===== src/chc_pkg.sv =====
`default_nettype none

package chc_pkg;

   // field widths fixed by the interface
   localparam int MAG_W     = 16;
   localparam int ANGLE_W   = 16;
   localparam int SECTOR_W  = 3;
   localparam int OFFSET_W  = 16;

   // cordic configuration
   localparam int CORDIC_STEPS   = 16;
   localparam int ATAN_TABLE_LEN = 24;
   localparam int STEPS = (CORDIC_STEPS > ATAN_TABLE_LEN) ? ATAN_TABLE_LEN : CORDIC_STEPS;

   // fraction bits of the vector datapath and of the angle accumulator
   localparam int FRAC_W  = 24;
   // vector grows by the cordic gain and sqrt(2): 16 + 24 + 4 guard bits
   localparam int VEC_W   = MAG_W + FRAC_W + 4;
   // accumulator spans two turns of 2^24 plus sign
   localparam int ZACC_W  = FRAC_W + 2;
   localparam int SHIFT_W = 5;

   localparam logic signed [ZACC_W-1:0] HALF_TURN_FINE = ZACC_W'(8388608);
   localparam logic signed [ZACC_W-1:0] ROUND_HALF     = ZACC_W'(128);
   localparam logic [OFFSET_W-1:0]      RESET_OFFSET   = 16'd33059;
   localparam logic [ANGLE_W-1:0]       SECTOR_BIAS    = 16'd4096;

   // atan(2^-i) in 1/2^24 turn
   localparam logic signed [ZACC_W-1:0] ATAN_FINE [ATAN_TABLE_LEN] = '{
      ZACC_W'(2097152), ZACC_W'(1238021), ZACC_W'(654136), ZACC_W'(332050),
      ZACC_W'(166669),  ZACC_W'(83416),   ZACC_W'(41718),  ZACC_W'(20860),
      ZACC_W'(10430),   ZACC_W'(5215),    ZACC_W'(2608),   ZACC_W'(1304),
      ZACC_W'(652),     ZACC_W'(326),     ZACC_W'(163),    ZACC_W'(81),
      ZACC_W'(41),      ZACC_W'(20),      ZACC_W'(10),     ZACC_W'(5),
      ZACC_W'(3),       ZACC_W'(1),       ZACC_W'(1),      ZACC_W'(0)
   };

   typedef struct packed {
      logic signed [MAG_W-1:0] mag_x;
      logic signed [MAG_W-1:0] mag_y;
   } req_type;

   typedef struct packed {
      logic [ANGLE_W-1:0]  heading;
      logic [SECTOR_W-1:0] sector;
   } rsp_type;

   // vector state carried down the rotation pipeline
   typedef struct packed {
      logic signed [VEC_W-1:0]  x;
      logic signed [VEC_W-1:0]  y;
      logic signed [ZACC_W-1:0] z;
      logic                     zero_vec;
   } vec_type;

endpackage

`default_nettype wire


===== src/chc_cordic_stage.sv =====
`default_nettype none

module chc_cordic_stage (
   input  wire logic                                clock,
   input  wire logic                                reset,
   input  wire logic                                in_valid,
   output logic                                     in_ready,
   input  wire chc_pkg::vec_type                    in_data,
   input  wire logic [chc_pkg::SHIFT_W-1:0]         shift_amt,
   input  wire logic signed [chc_pkg::ZACC_W-1:0]   atan_val,
   output logic                                     out_valid,
   input  wire logic                                out_ready,
   output chc_pkg::vec_type                         out_data
);

   logic             valid_ff;
   chc_pkg::vec_type data_ff;
   chc_pkg::vec_type data_in;
   logic signed [chc_pkg::VEC_W-1:0] dx;
   logic signed [chc_pkg::VEC_W-1:0] dy;

   // stage takes a transfer when empty or when its content moves on
   assign in_ready  = !valid_ff || out_ready;
   assign out_valid = valid_ff;
   assign out_data  = data_ff;

   // one micro-rotation toward the x axis
   always_comb begin
      dx = in_data.x >>> shift_amt;
      dy = in_data.y >>> shift_amt;
      data_in = in_data;
      if (!in_data.y[chc_pkg::VEC_W-1]) begin
         data_in.x = in_data.x + dy;
         data_in.y = in_data.y - dx;
         data_in.z = in_data.z + atan_val;
      end else begin
         data_in.x = in_data.x - dy;
         data_in.y = in_data.y + dx;
         data_in.z = in_data.z - atan_val;
      end
   end

   // valid flag
   always_ff @(posedge clock) begin
      if (reset) begin
         valid_ff <= 1'b0;
      end else if (in_ready) begin
         valid_ff <= in_valid;
      end
   end

   // stage payload
   always_ff @(posedge clock) begin
      if (in_valid && in_ready) begin
         data_ff <= data_in;
      end
   end

endmodule

`default_nettype wire


===== config.mk =====
export PLATFORM = sky130hd
export DESIGN_NAME = chc_cordic_stage
export DESIGN_NICKNAME = d
export VERILOG_FILES = /design/src/chc_pkg.sv /design/src/chc_cordic_stage.sv
export SDC_FILE = /design/constraint.sdc
export NUM_CORES = 1
export LEC_CHECK = 0
export BUFFER_PORTS_ARGS = -buffer_cell sky130_fd_sc_hd__buf_2
export CORE_UTILIZATION = 45
export DETAILED_ROUTE_END_ITERATION = 8
export HOLD_SLACK_MARGIN = 0.08
export MAX_ROUTING_LAYER = met4
export PLACE_DENSITY = 0.67
export SLEW_MARGIN = 30
export SYNTH_ARGS = -nofsm -noshare
export SYNTH_HDL_FRONTEND = slang
export SYNTH_SLANG_ARGS = --single-unit
export TNS_END_PERCENT = 100

===== constraint.sdc =====
create_clock -name clock -period 7 [get_ports clock]
set_input_delay 1.4 -clock clock [delete_from_list [all_inputs] [get_ports clock]]
set_output_delay 1.4 -clock clock [all_outputs]
set_load 0.02 [all_outputs]

==> impl_metrics.json <==
{
  "stdcell_count": 3753,
  "syn_area_per_cell_um2": 8.78,
  "antenna_found_initial": 5,
  "place_congestion": 1.07,
  "yosys_warnings": 0,
  "power.net_switching_mw": 2.26,
  "pre_cts_ws_ns": -0.464,
  "cts_root_buf": "clkbuf_16",
  "fp.dieH_um": 214,
  "power_leakage_nw": 12.5,
  "period_needed_ns": 6.89,
  "rows": 77,
  "ys.flop_type": "edfxtp_1",
  "outcome": "finished clean",
  "crit_required_ns": 7.23,
  "netlist_area_um2": 20200,
  "netlist-cell-type-count": 95,
  "synthArstFlopShare_pct": 0,
  "clk_pin_slew_ns": 0.06,
  "rsz0062_at_grt": "false",
  "hold_buffers": 0,
  "grt_overflow": 0,
  "die_area_um2": 45800,
  "clock-skew-final_ns": 0.00805,
  "synth_seq_cells": 116,
  "fin_total_pwr_mw": 5.29,
  "fillers": 3758,
  "place_inst": 3716,
  "start_util_pct": 45.7,
  "endpoint": "out_data[68]",
  "post-route-period-util_pct": 98.5,
  "drt_first_pass_iters": 6,
  "drc": 0,
  "synth_edf_count": 115,
  "clkPwrFrac_pct": 15.9,
  "worst_ep_arrival_time_ns": 7.13,
  "fmax_ghz": 0.145,
  "vias": 24000,
  "p_int_mw": 3.02,
  "crit_path_start": "shift_amt[1]",
  "startpoint_type": "primary input",
  "r2r_start": "out_valid",
  "comb_power_share_pct": 64.4,
  "powerDensity_nw_per_um2": 191,
  "cts-htree-levels": 4,
  "hold_class": "reg -> reg",
  "coreArea_um2": 44200,
  "port_buffers": 266,
  "finalWorstSetupSlack_ns": 0.105,
  "timing.max_cap.violations": 0,
  "drive_gt1_share_pct": 38.4,
  "clk_latency_ns": 0.48,
  "syn-instance-count": 2302,
  "die_x_um": 214,
  "globalRouteTotalUtil_pct": 43.3,
  "synth_nets": 2579,
  "pwr-share-seq_pct": 19.8,
  "worstSetupPathType": "in -> reg",
  "ant_nets": 0,
  "setup_violations": 0,
  "end_kind": "flop",
  "grt_pass1_wl_um": 146000,
  "cts_tree": "yes",
  "peakVddDrop_mv": 0.172,
  "grt_pass1_vias": 23500,
  "cp_max_fo": 16,
  "reg2regPathDepth": 3,
  "hold_viol": 0,
  "rrSetupSlack_ns": 4.72,
  "cts-buffers-inserted": 17,
  "wl_um": 97700,
  "worst_pin_slew_ns": 0.993,
  "nNetsFinal": 3423,
  "ios": 267,
  "drt-initial-drc-count": 3400,
  "swShare_pct": 42.8,
  "final_core_util_pct": 62.6,
  "slew_headroom_pct": 33.4,
  "drv_slew": 0,
  "ys_seq_area_share_pct": 17.2,
  "clock_path_buffers": 2,
  "dpl.hpwl_um": 79300,
  "numClockSinks": 116,
  "wl_per_cell_um": 26.0,
  "viasPerCell": 6.39,
  "grt_max_degree": 66,
  "area_delta_synth_final_pct": 36.9,
  "r2r-end": "out_data[112]"
}
## what timing repair did
action,in CTS,in global routing
gates resized for setup,0,17
endpoints found under the setup margin,0,22
buffers inserted,0,3
## synthesized netlist by cell type, types with 31 or more instances
library cell  instances  area (um2)
edfxtp_1            115        3450
nor2b_1              35         219
mux4_2               88        1980
xnor2_1             130        1140
inv_1                61         229
xor2_1               61         534
buf_2                31         155
a21o_1               59         443
a211oi_1             35         263
nor2_1              177         664
mux2i_1              98         981
mux2_2               78         878
ha_1                124        1550
nor3_1               40         200
nand3_1              57         285
clkbuf_1             70         263
o21ai_0             109         546
a21oi_1             180         901
a31oi_1              39         244
nand2_1             185         694
## power by group through the flow
stage | clock (mW) | sequential (mW) | combinational, mW
2_1_floorplan | 0 | 1.26 | 1.61
3_3_place_gp | 0 | 1.05 | 3.23
3_5_place_dp | 0 | 1.06 | 3.29
4_1_cts | 0.851 | 1.05 | 3.32
5_1_grt | 0.874 | 1.06 | 3.61
6_report | 0.838 | 1.04 | 3.40
## placed cells by master (no fill, tap or decap), types with 11 or more instances in the layout
| cell type | netlist | routed |
|---|---|---|
| a211oi_1 | 35 | 30 |
| a21o_1 | 59 | 59 |
| a21oi_1 | 180 | 180 |
| a22oi_1 | 18 | 18 |
| a31oi_1 | 39 | 39 |
| and2_1 | 27 | 26 |
| and3_1 | 23 | 23 |
| buf_12 | 5 | 16 |
| buf_2 | 31 | 261 |
| buf_4 | 8 | 690 |
| clkbuf_16 | 0 | 17 |
| edfxtp_1 | 115 | 115 |
| ha_1 | 124 | 124 |
| inv_1 | 61 | 60 |
| mux2_2 | 78 | 78 |
| mux2i_1 | 98 | 97 |
| mux4_1 | 17 | 16 |
| mux4_2 | 88 | 89 |
| nand2_1 | 185 | 185 |
| nand2b_1 | 21 | 21 |
| nand3_1 | 57 | 57 |
| nand4_1 | 18 | 18 |
| nor2_1 | 177 | 177 |
| nor2b_1 | 35 | 35 |
| nor3_1 | 40 | 38 |
| o211ai_1 | 22 | 22 |
| o21a_1 | 22 | 22 |
| o21ai_0 | 109 | 106 |
| o21bai_1 | 27 | 27 |
| o22ai_1 | 21 | 21 |
| o31ai_1 | 24 | 23 |
| or3_1 | 11 | 11 |
| xnor2_1 | 130 | 130 |
| xor2_1 | 61 | 61 |
## worst max-delay path: stages
cell	delay (ns)
buf_6	0.21
buf_4	0.28
buf_12	0.18
buf_4	0.16
mux4_2	0.49
mux2_2	0.36
o21ai_0	0.36
buf_4	0.18
a2bb2oi_1	0.18
buf_4	0.17
buf_4	0.12
nand2_1	0.04
nor2_1	0.30
and4_1	0.42
nor2_1	0.09
xnor2_1	0.29
ha_1	0.31
a21oi_1	0.22
o21ai_0	0.11
a31o_2	0.24
a211oi_2	0.31
nor3_1	0.09
o221ai_1	0.27
nor2b_1	0.22
xnor2_1	0.08
## state kept, by name, summed over array words and instances, names as in the netlist
name and count:
out_valid 1, out_data 115
## kinds of logic (layout without fill, tap and decap cells)
logic type                 count (synthesis)  in the layout  synth area share (%)
buffers and inverters                    208           1063                  5.03
DFF                                      116            116                  17.2
and+or+nand+nor                          658            658                  16.1
xor gates and xnor gates                 191            191                  8.28
AOI/OAI and AO/OA                        719            719                  24.1
muxes                                    283            283                  21.3
other                                      0              4                     0
adders and majority gates                127            127                  7.98
## layout make-up
cell class / instances / area, um2 / share of cell area, %
repair buffers: 970 / 6840 / 24.7
flip-flops and latches: 116 / 3470 / 12.6
well taps: 592 / 741 / 2.68
multi-input cells: 1978 / 15800 / 57.2
inverters: 63 / 236 / 0.855
clock inverters: 9 / 85.1 / 0.308
clock buffers: 21 / 440 / 1.59
diodes: 4 / 10.0 / 0.0362
## metrics by stage
step / area, um2 / setup TNS (ns) / hold slack, ns
floorplan: 20300 / -0.00586 / 0.729
global placement: 27000 / -4.10 / 0.491
detailed placement: 27000 / -5.91 / 0.517
CTS: 27600 / 0 / 0.525
global route: 27700 / 0 / 0.553
finish: 27700 / 0 / 0.530
## how the worst min path moves through the flow
stage,from,endpoint,depth (start not counted)
after floorplan,out_valid,out_valid,2
after global placement,out_valid,out_valid,2
after detailed placement,out_valid,out_valid,2
after CTS,out_valid,out_valid,2
after global routing,out_valid,out_valid,2
final,out_valid,out_valid,2
## layer usage
layer / vias up / part of all wire [%] / GRT usage (%)
li1: 10600 / - / -
met1: 11600 / 41 / 56.0
met2: 1493 / 44 / 65.6
met3: 260 / 10 / 8.39
met4: 0 / 4.6 / 18.6
met5: - / 0 / -
Power figures use the tool's default switching activity.
